--- src/assert_macros.svh ---
// Assertion macros shared by the RTL of the shelf rectangle allocator.
// Holds macro definitions only; the top level includes it.
`ifndef ASSERT_MACROS_SVH
`define ASSERT_MACROS_SVH

// A condition that must hold at every clock edge outside reset.
`define ASSERT_ALWAYS(label, clk, rst_n, cond, msg) \
  label: assert property (@(posedge clk) disable iff (!rst_n) (cond)) else $error(msg);

// A trigger that must be followed by a consequence in the next cycle.
`define ASSERT_NEXT(label, clk, rst_n, ante, cons, msg) \
  label: assert property (@(posedge clk) disable iff (!rst_n) (ante) |=> (cons)) \
    else $error(msg);

`endif

--- src/sra_pkg.sv ---
// Package of the shelf rectangle allocator: field widths, register indexes,
// request and result types shared by the other modules but sra_fifo. Depends on nothing.
`timescale 1ns / 1ps

package sra_pkg;

  localparam int DIM_W   = 13;
  localparam int POS_W   = 12;
  localparam int PAD_W   = 8;
  localparam int AREA_W  = 25;
  localparam int PROD_W  = 2 * DIM_W;
  localparam int CIDX_W  = 8;
  localparam int MAX_DIM = 4096;

  localparam logic [AREA_W-1:0] AREA_MAX = {AREA_W{1'b1}};

  // Configuration register indexes.
  localparam logic [CIDX_W-1:0] CFG_ATLAS_WIDTH  = 8'd0;
  localparam logic [CIDX_W-1:0] CFG_ATLAS_HEIGHT = 8'd1;
  localparam logic [CIDX_W-1:0] CFG_GAP_PIXELS   = 8'd2;
  localparam logic [CIDX_W-1:0] CFG_SHELF_SLACK  = 8'd3;

  localparam logic [DIM_W-1:0] ATLAS_WIDTH_RST  = 13'd1024;
  localparam logic [DIM_W-1:0] ATLAS_HEIGHT_RST = 13'd1024;
  localparam logic [PAD_W-1:0] GAP_PIXELS_RST   = 8'd1;
  localparam logic [PAD_W-1:0] SHELF_SLACK_RST  = 8'd2;

  localparam logic REQ_ADD   = 1'b0;
  localparam logic REQ_CLEAR = 1'b1;

  typedef enum logic [1:0] {
    JOB_ADD    = 2'd0,
    JOB_REJECT = 2'd1,
    JOB_CLEAR  = 2'd2
  } job_kind_t;

  typedef struct packed {
    logic [DIM_W-1:0] atlas_w;
    logic [DIM_W-1:0] atlas_h;
    logic [PAD_W-1:0] gap;
    logic [PAD_W-1:0] slack;
  } cfg_t;

  typedef struct packed {
    job_kind_t         kind;
    logic [DIM_W-1:0]  rect_h;
    logic [DIM_W-1:0]  need_w;
    logic [DIM_W-1:0]  need_h;
    logic [PROD_W-1:0] area;
  } job_t;

  typedef struct packed {
    logic [POS_W-1:0] top;
    logic [DIM_W-1:0] tall;
    logic [DIM_W-1:0] pen;
  } shelf_t;

  typedef struct packed {
    logic              placed;
    logic [POS_W-1:0]  pos_x;
    logic [POS_W-1:0]  pos_y;
    logic [AREA_W-1:0] area_used;
  } res_t;

endpackage

--- src/sra_fifo.sv ---
// Small register queue used between the front and back parts and on the
// result side of the shelf rectangle allocator. Depends on nothing.
`timescale 1ns / 1ps

module sra_fifo #(
  parameter int WIDTH = 8,
  parameter int DEPTH = 2
) (
  input  logic             clk,
  input  logic             rst_n,
  input  logic             push,
  input  logic [WIDTH-1:0] wr_data,
  output logic             full,
  input  logic             pop,
  output logic [WIDTH-1:0] rd_data,
  output logic             empty
);

  localparam int PTR_W = (DEPTH > 1) ? $clog2(DEPTH) : 1;
  localparam int CNT_W = $clog2(DEPTH + 1);

  logic [WIDTH-1:0] slot_r [DEPTH];
  logic [PTR_W-1:0] wr_ptr_r, wr_ptr_nxt;
  logic [PTR_W-1:0] rd_ptr_r, rd_ptr_nxt;
  logic [CNT_W-1:0] cnt_r, cnt_nxt;
  logic             do_push, do_pop;

  assign full    = (cnt_r == CNT_W'(DEPTH));
  assign empty   = (cnt_r == '0);
  assign do_push = push && !full;
  assign do_pop  = pop && !empty;
  assign rd_data = slot_r[rd_ptr_r];

  always_comb begin
    wr_ptr_nxt = wr_ptr_r;
    rd_ptr_nxt = rd_ptr_r;
    cnt_nxt    = cnt_r;
    if (do_push) begin
      wr_ptr_nxt = (wr_ptr_r == PTR_W'(DEPTH - 1)) ? '0 : wr_ptr_r + PTR_W'(1);
    end
    if (do_pop) begin
      rd_ptr_nxt = (rd_ptr_r == PTR_W'(DEPTH - 1)) ? '0 : rd_ptr_r + PTR_W'(1);
    end
    if (do_push && !do_pop) begin
      cnt_nxt = cnt_r + CNT_W'(1);
    end else if (do_pop && !do_push) begin
      cnt_nxt = cnt_r - CNT_W'(1);
    end
  end

  always_ff @(posedge clk) begin
    if (!rst_n) begin
      wr_ptr_r <= '0;
      rd_ptr_r <= '0;
      cnt_r    <= '0;
    end else begin
      wr_ptr_r <= wr_ptr_nxt;
      rd_ptr_r <= rd_ptr_nxt;
      cnt_r    <= cnt_nxt;
    end
  end

  always_ff @(posedge clk) begin
    if (do_push) begin
      slot_r[wr_ptr_r] <= wr_data;
    end
  end

endmodule

--- src/sra_front.sv ---
// Front part of the shelf rectangle allocator: accepts requests, screens
// them against the atlas size and queues jobs. Depends on sra_pkg, sra_fifo.
`timescale 1ns / 1ps

module sra_front
  import sra_pkg::*;
(
  input  logic             clk,
  input  logic             rst_n,
  input  logic             in_push,
  output logic             in_full,
  input  logic             req_type,
  input  logic [DIM_W-1:0] rect_width,
  input  logic [DIM_W-1:0] rect_height,
  input  cfg_t             cfg,
  output logic             job_valid,
  input  logic             job_pop,
  output job_t             job
);

  logic [DIM_W:0]   need_w_wide, need_h_wide;
  logic [DIM_W:0]   span_w, span_h;
  logic             too_big;
  job_t             job_new;
  logic             job_empty;
  logic [$bits(job_t)-1:0] job_bits;

  assign need_w_wide = {1'b0, rect_width} + (DIM_W + 1)'(cfg.gap);
  assign need_h_wide = {1'b0, rect_height} + (DIM_W + 1)'(cfg.gap);
  assign span_w      = need_w_wide + (DIM_W + 1)'(cfg.gap);
  assign span_h      = need_h_wide + (DIM_W + 1)'(cfg.gap);

  assign too_big = (rect_width == '0) || (rect_height == '0) ||
                   (32'(rect_width) > MAX_DIM) || (32'(rect_height) > MAX_DIM) ||
                   (span_w > {1'b0, cfg.atlas_w}) || (span_h > {1'b0, cfg.atlas_h});

  // A request that passes the screen has both padded sizes within the
  // atlas, so they fit in the field width. The product is registered by
  // the queue before the back part adds it.
  always_comb begin
    job_new.rect_h = rect_height;
    job_new.need_w = need_w_wide[DIM_W-1:0];
    job_new.need_h = need_h_wide[DIM_W-1:0];
    job_new.area   = need_w_wide[DIM_W-1:0] * need_h_wide[DIM_W-1:0];
    if (req_type == REQ_CLEAR) begin
      job_new.kind = JOB_CLEAR;
    end else if (too_big) begin
      job_new.kind = JOB_REJECT;
    end else begin
      job_new.kind = JOB_ADD;
    end
  end

  sra_fifo #(
    .WIDTH ($bits(job_t)),
    .DEPTH (2)
  ) u_job_q (
    .clk     (clk),
    .rst_n   (rst_n),
    .push    (in_push),
    .wr_data (job_new),
    .full    (in_full),
    .pop     (job_pop),
    .rd_data (job_bits),
    .empty   (job_empty)
  );

  assign job       = job_t'(job_bits);
  assign job_valid = !job_empty;

endmodule

--- src/sra_back.sv ---
// Back part of the shelf rectangle allocator: walks the shelf store one
// shelf a cycle, opens shelves and keeps the used area. Depends on sra_pkg.
`timescale 1ns / 1ps

module sra_back
  import sra_pkg::*;
#(
  parameter int MAX_SHELVES = 64
) (
  input  logic clk,
  input  logic rst_n,
  input  cfg_t cfg,
  input  logic job_valid,
  output logic job_pop,
  input  job_t job_in,
  input  logic res_full,
  output logic res_push,
  output res_t res
);

  localparam int CNT_W = $clog2(MAX_SHELVES + 1);
  localparam int IDX_W = (MAX_SHELVES > 1) ? $clog2(MAX_SHELVES) : 1;

  typedef enum logic [1:0] {
    ST_IDLE = 2'b01,
    ST_SCAN = 2'b10
  } state_t;

  state_t            state_r, state_nxt;
  job_t              job_r;
  job_t              cur;
  logic [CNT_W-1:0]  idx_r, idx_nxt, idx_inc;
  logic [CNT_W-1:0]  count_r, count_nxt;
  logic [DIM_W-1:0]  next_top_r, next_top_nxt;
  logic [AREA_W-1:0] area_r, area_nxt, area_add;
  logic [AREA_W+1:0] area_sum;
  shelf_t            mem [MAX_SHELVES];
  shelf_t            rd_data_r, mem_wdata;
  logic [IDX_W-1:0]  rd_addr, mem_waddr;
  logic              mem_we;
  logic [DIM_W:0]    tall_hi, pen_end, new_end, new_pen;
  logic              shelf_fit, new_fit, try_new;

  // While idle the job comes straight from the queue; during a scan it is
  // the copy taken when the scan started.
  assign cur = (state_r == ST_IDLE) ? job_in : job_r;

  assign area_sum = {2'b0, area_r} + (AREA_W + 2)'(cur.area);
  assign area_add = (area_sum > (AREA_W + 2)'(AREA_MAX)) ? AREA_MAX
                                                          : area_sum[AREA_W-1:0];

  assign tall_hi   = {1'b0, cur.rect_h} + (DIM_W + 1)'(cfg.slack);
  assign pen_end   = {1'b0, rd_data_r.pen} + {1'b0, cur.need_w};
  assign shelf_fit = (rd_data_r.tall >= cur.rect_h) &&
                     ({1'b0, rd_data_r.tall} <= tall_hi) &&
                     (pen_end <= {1'b0, cfg.atlas_w});

  assign new_end = {1'b0, next_top_r} + {1'b0, cur.need_h};
  assign new_pen = (DIM_W + 1)'(cfg.gap) + {1'b0, cur.need_w};
  assign new_fit = (count_r != CNT_W'(MAX_SHELVES)) && (new_end <= {1'b0, cfg.atlas_h});

  assign idx_inc = idx_r + CNT_W'(1);

  always_comb begin
    state_nxt    = state_r;
    idx_nxt      = idx_r;
    count_nxt    = count_r;
    next_top_nxt = next_top_r;
    area_nxt     = area_r;
    job_pop      = 1'b0;
    res_push     = 1'b0;
    res          = '0;
    mem_we       = 1'b0;
    mem_waddr    = '0;
    mem_wdata    = '0;
    rd_addr      = '0;
    try_new      = 1'b0;
    unique case (state_r)
      ST_IDLE: begin
        if (job_valid && !res_full) begin
          job_pop = 1'b1;
          case (job_in.kind)
            JOB_CLEAR: begin
              res_push     = 1'b1;
              count_nxt    = '0;
              next_top_nxt = DIM_W'(cfg.gap);
              area_nxt     = '0;
            end
            JOB_ADD: begin
              if (count_r == '0) begin
                try_new = 1'b1;
              end else begin
                state_nxt = ST_SCAN;
                idx_nxt   = '0;
              end
            end
            default: begin
              res_push      = 1'b1;
              res.area_used = area_r;
            end
          endcase
        end
      end
      ST_SCAN: begin
        if (shelf_fit) begin
          res_push      = 1'b1;
          res.placed    = 1'b1;
          res.pos_x     = rd_data_r.pen[POS_W-1:0];
          res.pos_y     = rd_data_r.top;
          res.area_used = area_add;
          area_nxt      = area_add;
          mem_we        = 1'b1;
          mem_waddr     = idx_r[IDX_W-1:0];
          mem_wdata     = rd_data_r;
          mem_wdata.pen = pen_end[DIM_W-1:0];
          state_nxt     = ST_IDLE;
        end else if (idx_inc < count_r) begin
          idx_nxt = idx_inc;
          rd_addr = idx_inc[IDX_W-1:0];
        end else begin
          try_new   = 1'b1;
          state_nxt = ST_IDLE;
        end
      end
      default: begin
        state_nxt = ST_IDLE;
      end
    endcase

    // No existing shelf took the rectangle: open one below the last if it fits, else report no placement.
    if (try_new) begin
      res_push = 1'b1;
      if (new_fit) begin
        res.placed     = 1'b1;
        res.pos_x      = POS_W'(cfg.gap);
        res.pos_y      = next_top_r[POS_W-1:0];
        res.area_used  = area_add;
        area_nxt       = area_add;
        mem_we         = 1'b1;
        mem_waddr      = count_r[IDX_W-1:0];
        mem_wdata.top  = next_top_r[POS_W-1:0];
        mem_wdata.tall = cur.rect_h;
        mem_wdata.pen  = new_pen[DIM_W-1:0];
        count_nxt      = count_r + CNT_W'(1);
        next_top_nxt   = new_end[DIM_W-1:0];
      end else begin
        res.area_used = area_r;
      end
    end
  end

  always_ff @(posedge clk) begin
    if (!rst_n) begin
      state_r    <= ST_IDLE;
      idx_r      <= '0;
      count_r    <= '0;
      next_top_r <= DIM_W'(GAP_PIXELS_RST);
      area_r     <= '0;
    end else begin
      state_r    <= state_nxt;
      idx_r      <= idx_nxt;
      count_r    <= count_nxt;
      next_top_r <= next_top_nxt;
      area_r     <= area_nxt;
    end
  end

  always_ff @(posedge clk) begin
    if (job_pop) begin
      job_r <= job_in;
    end
  end

  always_ff @(posedge clk) begin
    if (mem_we) begin
      mem[mem_waddr] <= mem_wdata;
    end
    rd_data_r <= mem[rd_addr];
  end

endmodule

--- src/shelf_rect_allocator_top.sv ---
// Top level of the shelf rectangle allocator: configuration registers, the
// front and back parts and the result queue. Depends on sra_pkg, sra_fifo,
// sra_front, sra_back and assert_macros.svh.
//
// Requests enter through a queue port: in_push with in_req_type (0 add a
// rectangle, 1 clear all shelves), in_rect_width and in_rect_height; a
// request is taken when in_push is high and in_full is low. Results leave
// through a second queue port: while out_empty is low the oldest result sits
// on out_placed, out_pos_x, out_pos_y and out_area_used, and out_pop takes it.
// The cfg_ port writes atlas width, atlas height, padding and shelf slack;
// cfg_ready is always high. The user must write only while the block is idle;
// the block does not enforce this. A request is held in the front queue until
// the back part takes it. A clear, a screened-out add or an add with no
// shelves yet is finished as it is taken, so its result shows in the next
// cycle, and such requests can follow one a cycle while the result queue has
// room; an add against open shelves reads the store one entry a cycle and takes
// no new request meanwhile. Up to two requests wait ahead of the back part
// and two results behind it; when out_pop is held low the result queue fills,
// the back part stops and in_full rises. Reset empties both queues, clears the
// shelf count and used area and sets the next shelf top to the padding reset.
`timescale 1ns / 1ps
`include "assert_macros.svh"

module shelf_rect_allocator_top
  import sra_pkg::*;
#(
  parameter int MAX_SHELVES = 64
) (
  input  logic              clk,
  input  logic              rst_n,
  input  logic              in_push,
  output logic              in_full,
  input  logic              in_req_type,
  input  logic [DIM_W-1:0]  in_rect_width,
  input  logic [DIM_W-1:0]  in_rect_height,
  output logic              out_empty,
  input  logic              out_pop,
  output logic              out_placed,
  output logic [POS_W-1:0]  out_pos_x,
  output logic [POS_W-1:0]  out_pos_y,
  output logic [AREA_W-1:0] out_area_used,
  input  logic              cfg_valid,
  output logic              cfg_ready,
  input  logic [CIDX_W-1:0] cfg_index,
  input  logic [DIM_W-1:0]  cfg_data
);

  cfg_t cfg_r;
  logic job_valid, job_pop;
  job_t job;
  logic res_push, res_full;
  res_t res, res_head;
  logic [$bits(res_t)-1:0] res_bits;

  assign cfg_ready = 1'b1;

  always_ff @(posedge clk) begin
    if (!rst_n) begin
      cfg_r.atlas_w <= ATLAS_WIDTH_RST;
      cfg_r.atlas_h <= ATLAS_HEIGHT_RST;
      cfg_r.gap     <= GAP_PIXELS_RST;
      cfg_r.slack   <= SHELF_SLACK_RST;
    end else if (cfg_valid && cfg_ready) begin
      unique case (cfg_index)
        CFG_ATLAS_WIDTH:  cfg_r.atlas_w <= cfg_data;
        CFG_ATLAS_HEIGHT: cfg_r.atlas_h <= cfg_data;
        CFG_GAP_PIXELS:   cfg_r.gap     <= cfg_data[PAD_W-1:0];
        CFG_SHELF_SLACK:  cfg_r.slack   <= cfg_data[PAD_W-1:0];
        default: begin
        end
      endcase
    end
  end

  sra_front u_front (
    .clk         (clk),
    .rst_n       (rst_n),
    .in_push     (in_push),
    .in_full     (in_full),
    .req_type    (in_req_type),
    .rect_width  (in_rect_width),
    .rect_height (in_rect_height),
    .cfg         (cfg_r),
    .job_valid   (job_valid),
    .job_pop     (job_pop),
    .job         (job)
  );

  sra_back #(
    .MAX_SHELVES (MAX_SHELVES)
  ) u_back (
    .clk       (clk),
    .rst_n     (rst_n),
    .cfg       (cfg_r),
    .job_valid (job_valid),
    .job_pop   (job_pop),
    .job_in    (job),
    .res_full  (res_full),
    .res_push  (res_push),
    .res       (res)
  );

  sra_fifo #(
    .WIDTH ($bits(res_t)),
    .DEPTH (2)
  ) u_res_q (
    .clk     (clk),
    .rst_n   (rst_n),
    .push    (res_push),
    .wr_data (res),
    .full    (res_full),
    .pop     (out_pop),
    .rd_data (res_bits),
    .empty   (out_empty)
  );

  assign res_head      = res_t'(res_bits);
  assign out_placed    = res_head.placed;
  assign out_pos_x     = res_head.pos_x;
  assign out_pos_y     = res_head.pos_y;
  assign out_area_used = res_head.area_used;

  // The back part only starts a request when the result queue has room.
  `ASSERT_ALWAYS(a_res_room, clk, rst_n, !(res_push && res_full), "result pushed into full queue")
  `ASSERT_ALWAYS(a_job_pop, clk, rst_n, !(job_pop && !job_valid), "job taken from empty queue")
  `ASSERT_ALWAYS(a_placed_area, clk, rst_n, !(res_push && res.placed && res.area_used == '0), "placement without area")
  `ASSERT_NEXT(a_res_shows, clk, rst_n, res_push, !out_empty, "pushed result not visible")

endmodule

--- config.mk ---
export PLATFORM = sky130hd
export DESIGN_NAME = shelf_rect_allocator_top
export DESIGN_NICKNAME = d
export VERILOG_FILES = /design/src/sra_pkg.sv /design/src/sra_fifo.sv /design/src/sra_front.sv /design/src/sra_back.sv /design/src/shelf_rect_allocator_top.sv
export VERILOG_INCLUDE_DIRS = /design/src /design/src/src
export SDC_FILE = /design/constraint.sdc
export NUM_CORES = 2
export LEC_CHECK = 0
export BUFFER_PORTS_ARGS = -buffer_cell sky130_fd_sc_hd__buf_2
export CORE_MARGIN = 5
export CORE_UTILIZATION = 63
export CTS_CLUSTER_SIZE = 20
export DETAILED_ROUTE_END_ITERATION = 16
export HOLD_SLACK_MARGIN = 0.15
export PLACE_DENSITY = 0.79
export SETUP_SLACK_MARGIN = 0.2
export SYNTH_ARGS = -nofsm -noshare
export SYNTH_HDL_FRONTEND = slang
export SYNTH_SLANG_ARGS = --single-unit
--- constraint.sdc ---
create_clock -name clk -period 13.7 [get_ports clk]
set_clock_uncertainty 0.15 [all_clocks]
set_input_delay 1.37 -clock clk [delete_from_list [all_inputs] [get_ports clk]]
set_output_delay 1.37 -clock clk [all_outputs]
set_load 0.005 [all_outputs]
==> After elaboration in Yosys (flattened, before gate mapping) <==
Memory sizes are Yosys's and may differ from the RTL's. A register that Yosys moved wholly into a read port is not among the register bits.
Cells that the tools add are included.
{ "totals": {"ff_bits": 169, "latchBits": 0, "ramBits": 2666, "rom_bits": 0, "in_bits": 53, "output_inout_bits": 53, "mem_count": 3} }
{ "classes": {"n_addsub": 19, "mul": 1, "n_div": 0, "n_lt_le_gt_ge": 10, "n_eq_ne": 15, "n_shift": 0, "n_mux": 85, "bitwise": 0, "reduce_logical": 42} }
{ "mem_list": {"columns": ["memory", "words", "word_bits", "rd", "rd_ports_with_merged_regs", "write_ports", "line", "text"], "rows": [
  ["u_back.mem", 64, 38, 1, 1, 1, "sra_back.sv:37", "shelf_t mem [MAX_SHELVES];"],
  ["u_front.u_job_q.slot_r", 2, 67, 1, 1, 1, "sra_fifo.sv:22", "logic [WIDTH-1:0] slot_r [DEPTH];"],
  ["u_res_q.slot_r", 2, 50, 1, 1, 1, "sra_fifo.sv:22", null]
]} }
{ "op_table": {"columns": ["op", "count"], "rows": [
  ["25-bit 2-to-1 mux", 11],
  ["38-bit 2-to-1 mux", 4],
  ["50-bit 2-to-1 mux", 2],
  ["25-bit one-hot mux with 2 select lines", 2],
  ["7-bit 2-to-1 mux", 10],
  ["13-bit 2-to-1 mux", 5],
  ["65-bit 2-to-1 mux", 1],
  ["13-bit by 8-bit adder with 14-bit output", 3],
  ["6-bit 2-to-1 mux", 7],
  ["1-bit 2-to-1 mux", 29],
  ["13-bit by 13-bit adder with 14-bit output", 2],
  ["14-bit by 8-bit adder with 14-bit output", 2],
  ["14-bit by 13-bit > comparator with 1-bit output", 2],
  ["14-bit by 13-bit less-or-equal comparator with 1-bit output", 2],
  ["25-bit by 26-bit adder with 27-bit output", 1],
  ["27-bit by 25-bit > comparator with 1-bit output (second input constant)", 1],
  ["13-bit > comparator (second input constant)", 2],
  ["13-bit logical NOT", 2],
  ["13-bit by 13-bit multiplier with 26-bit output", 1],
  ["2-bit 2-to-1 mux", 10],
  ["8-bit by 2-bit equality test with 1-bit output (second input constant)", 2],
  ["7-bit by 1-bit adder with 7-bit output (second input constant)", 2],
  ["13-bit by 14-bit less-or-equal comparator with 1-bit output", 1],
  ["7-bit one-hot mux with 2 select lines", 1],
  ["26 further kinds", 67]
]} }

==> Longest topological paths before layout <==
{ "depth": {"depth_word": 14, "ltp_mapped": 38, "depth_no_buf": 33} }

==> Hierarchy <==
From an unflattened synthesis, not the netlist that was laid out.
{ "unflattened": {"cells_unflattened": 8503, "area_unflattened_um2": 125917.0} }
{ "by_module_without_submodules": {"columns": ["module", "instances", "cells_per_inst", "area_per_inst_um2", "seq_area_each_um2"], "rows": [
  ["sra_back", 1, 6928, 107396.8, 76823.7],
  ["sra_front", 1, 1001, 7951.4, 0.0],
  ["sra_fifo at u_front.u_job_q", 1, 233, 5068.6, 4124.0],
  ["sra_fifo at u_res_q", 1, 181, 3828.7, 3103.0],
  ["shelf_rect_allocator_top", 1, 160, 1671.6, 840.8]
]} }

==> Worst setup path after synthesis <==
Ideal clock, no wire load.
{ "synth_timing": {"path_type": "reg-to-reg", "start": "reg u_back.state_r[1]", "end": "mem u_back.mem[0][0] (netlist name) (enable)", "setup_time_ns": 0.528, "t_arrival_ns": 10.928, "path_slack_ns": 2.094, "stages_incl_launch_ff": 15, "path_buffers": 4, "cell_sequence": "dfxtp_1 > inv_1 > ha_1 > buf_2 > buf_2 > inv_1 > nor3_1 > and3_1 > o221ai_2 > or3_1 > buf_4 > buf_6 > nor4_2 > a21oi_1 > nor4_1"} }
{ "synth_between": {"elab_chain_len": 12, "word_cells_on_any_way": 25, "classes_between": "3 x add/sub; 4 x order compare; 2 x eq/ne; 13 x mux; 3 x reduce/logical"} }
{ "synth_rtl": {"columns": ["item", "line", "text"], "rows": [
  ["start, declared", "sra_back.sv:29", "state_t state_r, state_nxt;"],
  ["start signal, assigned", "sra_back.sv:160", "state_r <= state_nxt;"],
  ["2-bit by 1-bit equality test with 1-bit output", "sra_back.sv:46, sra_back.sv:78", null],
  ["65-bit 2-to-1 mux", "sra_back.sv:46", "assign cur = (state_r == ST_IDLE) ? job_in : job_r;"],
  ["13-bit by 8-bit adder with 14-bit output", "sra_back.sv:52", "assign tall_hi = {1'b0, cur.rect_h} + (DIM_W + 1)'(cfg.slack);"],
  ["13-bit by 14-bit less-or-equal comparator with 1-bit output", "sra_back.sv:55", "({1'b0, rd_data_r.tall} <= tall_hi) &&"],
  ["1-bit logical AND", "sra_back.sv:54", "assign shelf_fit = (rd_data_r.tall >= cur.rect_h) &&"],
  ["1-bit logical AND", "sra_back.sv:55", null],
  ["1-bit 2-to-1 mux", "sra_back.sv:105", "if (shelf_fit) begin"],
  ["1-bit 2-to-1 mux", "sra_back.sv:78", "unique case (state_r)"],
  ["1-bit 2-to-1 mux", "sra_back.sv:133", "if (new_fit) begin"],
  ["1-bit 2-to-1 mux", "sra_back.sv:131", "if (try_new) begin"],
  ["1-bit 2-to-1 mux", "sra_back.sv:175", "if (mem_we) begin"],
  ["1-bit 2-to-1 mux (implied by the code)", "sra_back.sv:176", "mem[mem_waddr] <= mem_wdata;"],
  ["end, declared", "sra_back.sv:37", null]
]} }
Parallel ways exist; a longest one is shown, timed or not.

==> results.json <==
{
  "async_flop_share_pct": 0,
  "synth-simple-area-share_pct": 5.92,
  "io_buffer_count": 104,
  "status": "complete, but fails checks",
  "synth_top_family_by_area": "compound AO/OA/AOI/OAI gates",
  "min_period_ns": 10.31,
  "netlist_area_um2": 124000,
  "violations": "capacitance limit, slew limit",
  "max_freq_mhz": 97.0,
  "cp_top_family": "compound AO/OA/AOI/OAI gates",
  "synth.avg_cell_area_um2": 14.5,
  "hold_buffers": 0,
  "grt_max_degree": 116,
  "clockBufferDepth": 4,
  "cp_slowest_stage_delay_ns": 1.09,
  "postPlaceCellArea_um2": 129000,
  "cellLeakagePower_nw": 45.2,
  "p_int_mw": 16.7,
  "synth-main-ff-cell": "edfxtp_1",
  "slew_viol_final": 12,
  "synthCells": 8588,
  "critPathBufInv": 3,
  "worstPathMaxFanout": 40,
  "ant_nets": 0,
  "place_inst": 11059,
  "grt_pass1_wl_um": 561000,
  "io_pins": 106,
  "yosys-mux-area-fraction_pct": 6.19,
  "grt_use_total_pct": 37.8,
  "synth_compound_area_share_pct": 11.1,
  "yosysTopAreaCell": "edfxtp_1",
  "drc": 0,
  "dr.pass1.iters": 10,
  "clockRootBuffer": "clkbuf_16",
  "core_um2": 197000,
  "synth_nets": 9032,
  "area_growth_pct": 11.3,
  "fin_setup_tns_ns": 0,
  "die_area_um2": 206000,
  "design_area_um2": 138000,
  "postCtsSetupBuffers": 0,
  "final_cells": 11592,
  "row_count": 163,
  "synth-seq-cells": 2875,
  "start_util_pct": 63.1,
  "nNetsFinal": 9166,
  "synthTopCellsByArea": "edfxtp_1, mux2i_1, ha_1",
  "swShare_pct": 28.5,
  "antenna_found_initial": 31,
  "criticalPathCategory": "reg2reg",
  "fp.dieH_um": 454,
  "yosys.area_share.xor_xnor_pct": 1.00,
  "power_mw": 23.4,
  "yosysUniqueCellTypes": 101,
  "hold_viol": 0,
  "mostFrequentLayoutCells": "edfxtp_1, nand2_1, mux2i_1, o21ai_0, a21oi_1",
  "rsz0062_at_grt": "no",
  "min_path_type": "reg2reg",
  "crit_required_ns": 14.44,
  "num_vias": 83224,
  "r2r_slack_ns": 3.39,
  "clk_latency_ns": 0.99,
  "p_clk_share_pct": 33.2,
  "worstSetupEndpointType": "flip-flop",
  "die_w_um": 454,
  "worst_pin_slew_ns": 1.60,
  "gp_congestion": 0.965,
  "grt_overflow": 0,
  "seq_power_share_pct": 45.3,
  "grt_pass1_vias": 80985,
  "drt_wl_total_um": 396000,
  "yosysWarnings": 0,
  "layout_commonest_cell": "edfxtp_1",
  "switchingPower_mw": 6.67,
  "finalSetupViolations": 0,
  "drive_gt1_share_pct": 13.2,
  "synth_edf_count": 2731,
  "final_core_util_pct": 70.2,
  "fin_ws_ns": 3.39,
  "synth_sequential_area_ratio_pct": 68.3,
  "cts_sinks": 2875,
  "cts_made_buffers": 301,
  "cts_resized": 0,
  "clkSlewWorstSetupHoldPaths_ns": 0.06,
  "maxCapViolCount": 3,
  "wire_per_inst_um": 34.2,
  "vias_per_cell": 7.18,
  "post-dp-hpwl_um": 231000,
  "drt_iter0_markers": 14821,
  "peakVddDrop_v": 0.000202,
  "htreeDepth": 5,
  "power_density_nw_per_um2": 169,
  "place_ws_ns": 3.57,
  "cp.arrival_ns": 11.04,
  "period_share_pct": 75.2,
  "cts_tree": "built",
  "synth_top_cell_area_share_pct": 66.0,
  "slew_headroom_pct": -7.32,
  "yosys.area_share.adder_pct": 4.72,
  "start_kind": "flip-flop",
  "power_frac_comb_pct": 21.6,
  "crit_slowest_cell": "o2111ai_1",
  "hold_ws_ns": 0.337
}
[state kept, by name (all words and copies together), names as in the netlist, named ones only]
name                      cells
u_back.rd_data_r             38
cfg_r                        42
u_res_q.slot_r              100
u_back.state_r                2
u_back.next_top_r            13
u_front.u_job_q.slot_r      134
u_back.job_r                 65
u_back.count_r                7
u_front.u_job_q.wr_ptr_r      1
u_res_q.wr_ptr_r              1
u_back.mem                 2432
u_res_q.cnt_r                 2
u_res_q.rd_ptr_r              1
u_back.area_r                25
u_back.idx_r                  7
u_front.u_job_q.cnt_r         2
u_front.u_job_q.rd_ptr_r      1
[power by group through the flow]
| stage | Combinational (mW) | Clock (mW) | Sequential, mW |
|---|---|---|---|
| after floorplan | 3.46 | 0 | 10.7 |
| after global placement | 4.86 | 0 | 10.7 |
| after detailed placement | 4.98 | 0 | 10.8 |
| after CTS | 5.01 | 7.75 | 10.6 |
| after global routing | 5.53 | 8.11 | 10.6 |
| final | 5.04 | 7.75 | 10.6 |
[layout make-up]
| cell class | count | area, um2 |
|---|---|---|
| diodes | 13 | 32.5 |
| clock buffers | 390 | 8170 |
| clock inverters | 130 | 943 |
| fillers | 12321 | 58600 |
| inverters | 312 | 1180 |
| multi-input cells | 4870 | 37100 |
| flip-flops and latches | 2875 | 84900 |
| well taps | 2640 | 3300 |
| repair buffers | 362 | 2570 |
[cells by family (layout without fill, tap and decap cells)]
group           count (synthesis)  count (layout)
other cells                     1              14
xor+xnor                      141             141
mux                           715             715
buf+inv                       843            1194
fa+ha+maj                     391             391
simple gates                 1666            1666
compound gates               1956            1956
flops                        2875            2875
[routing by layer]
metal  GRT usage (%)  share of wire [%]  vias up
met1            47.0                 32    40297
met4            24.5                8.0       18
met2            56.5                 44     7653
met5               0              0.030        -
met3            13.9                 16     1788
li1                -                  -    33468
[synth_stat cells, types with 52 or more instances]
cell and count:
o22ai_1 64, a31oi_1 127, ha_1 261, edfxtp_1 2731, a221oi_1 53, buf_2 136, nor3_1 94, nand2_1 820
mux2i_1 495, xor2_1 55, a22o_1 69, buf_1 75, nor2b_1 54, a21o_1 52, a21oi_1 341, clkbuf_1 298
inv_1 303, a211oi_1 109, nor2_1 295, dfxtp_1 144, nand3_1 179, xnor2_1 85, o221ai_1 159, o21ai_0 386
fa_1 130, mux2_2 193
[worst register-to-register path: cells and delay by family (launching register included)]
kind            cells  cell delay, ns
buf+inv             3            1.34
flops               1            0.72
xor+xnor            1            0.14
simple gates        2            0.78
compound gates     18            5.60
mux                 2            0.69
fa+ha+maj           3            0.87
[worst paths after layout]
check,from,end,cells past startpoint
setup / recovery,flip-flop,u_back.rd_data_r[26],29
hold / removal,u_back.next_top_r[12],u_back.next_top_r[12],2
setup reg to reg,flip-flop,u_back.rd_data_r[26],29
hold reg to reg,u_back.next_top_r[12],u_back.next_top_r[12],2
Power figures use the tool's default switching activity.
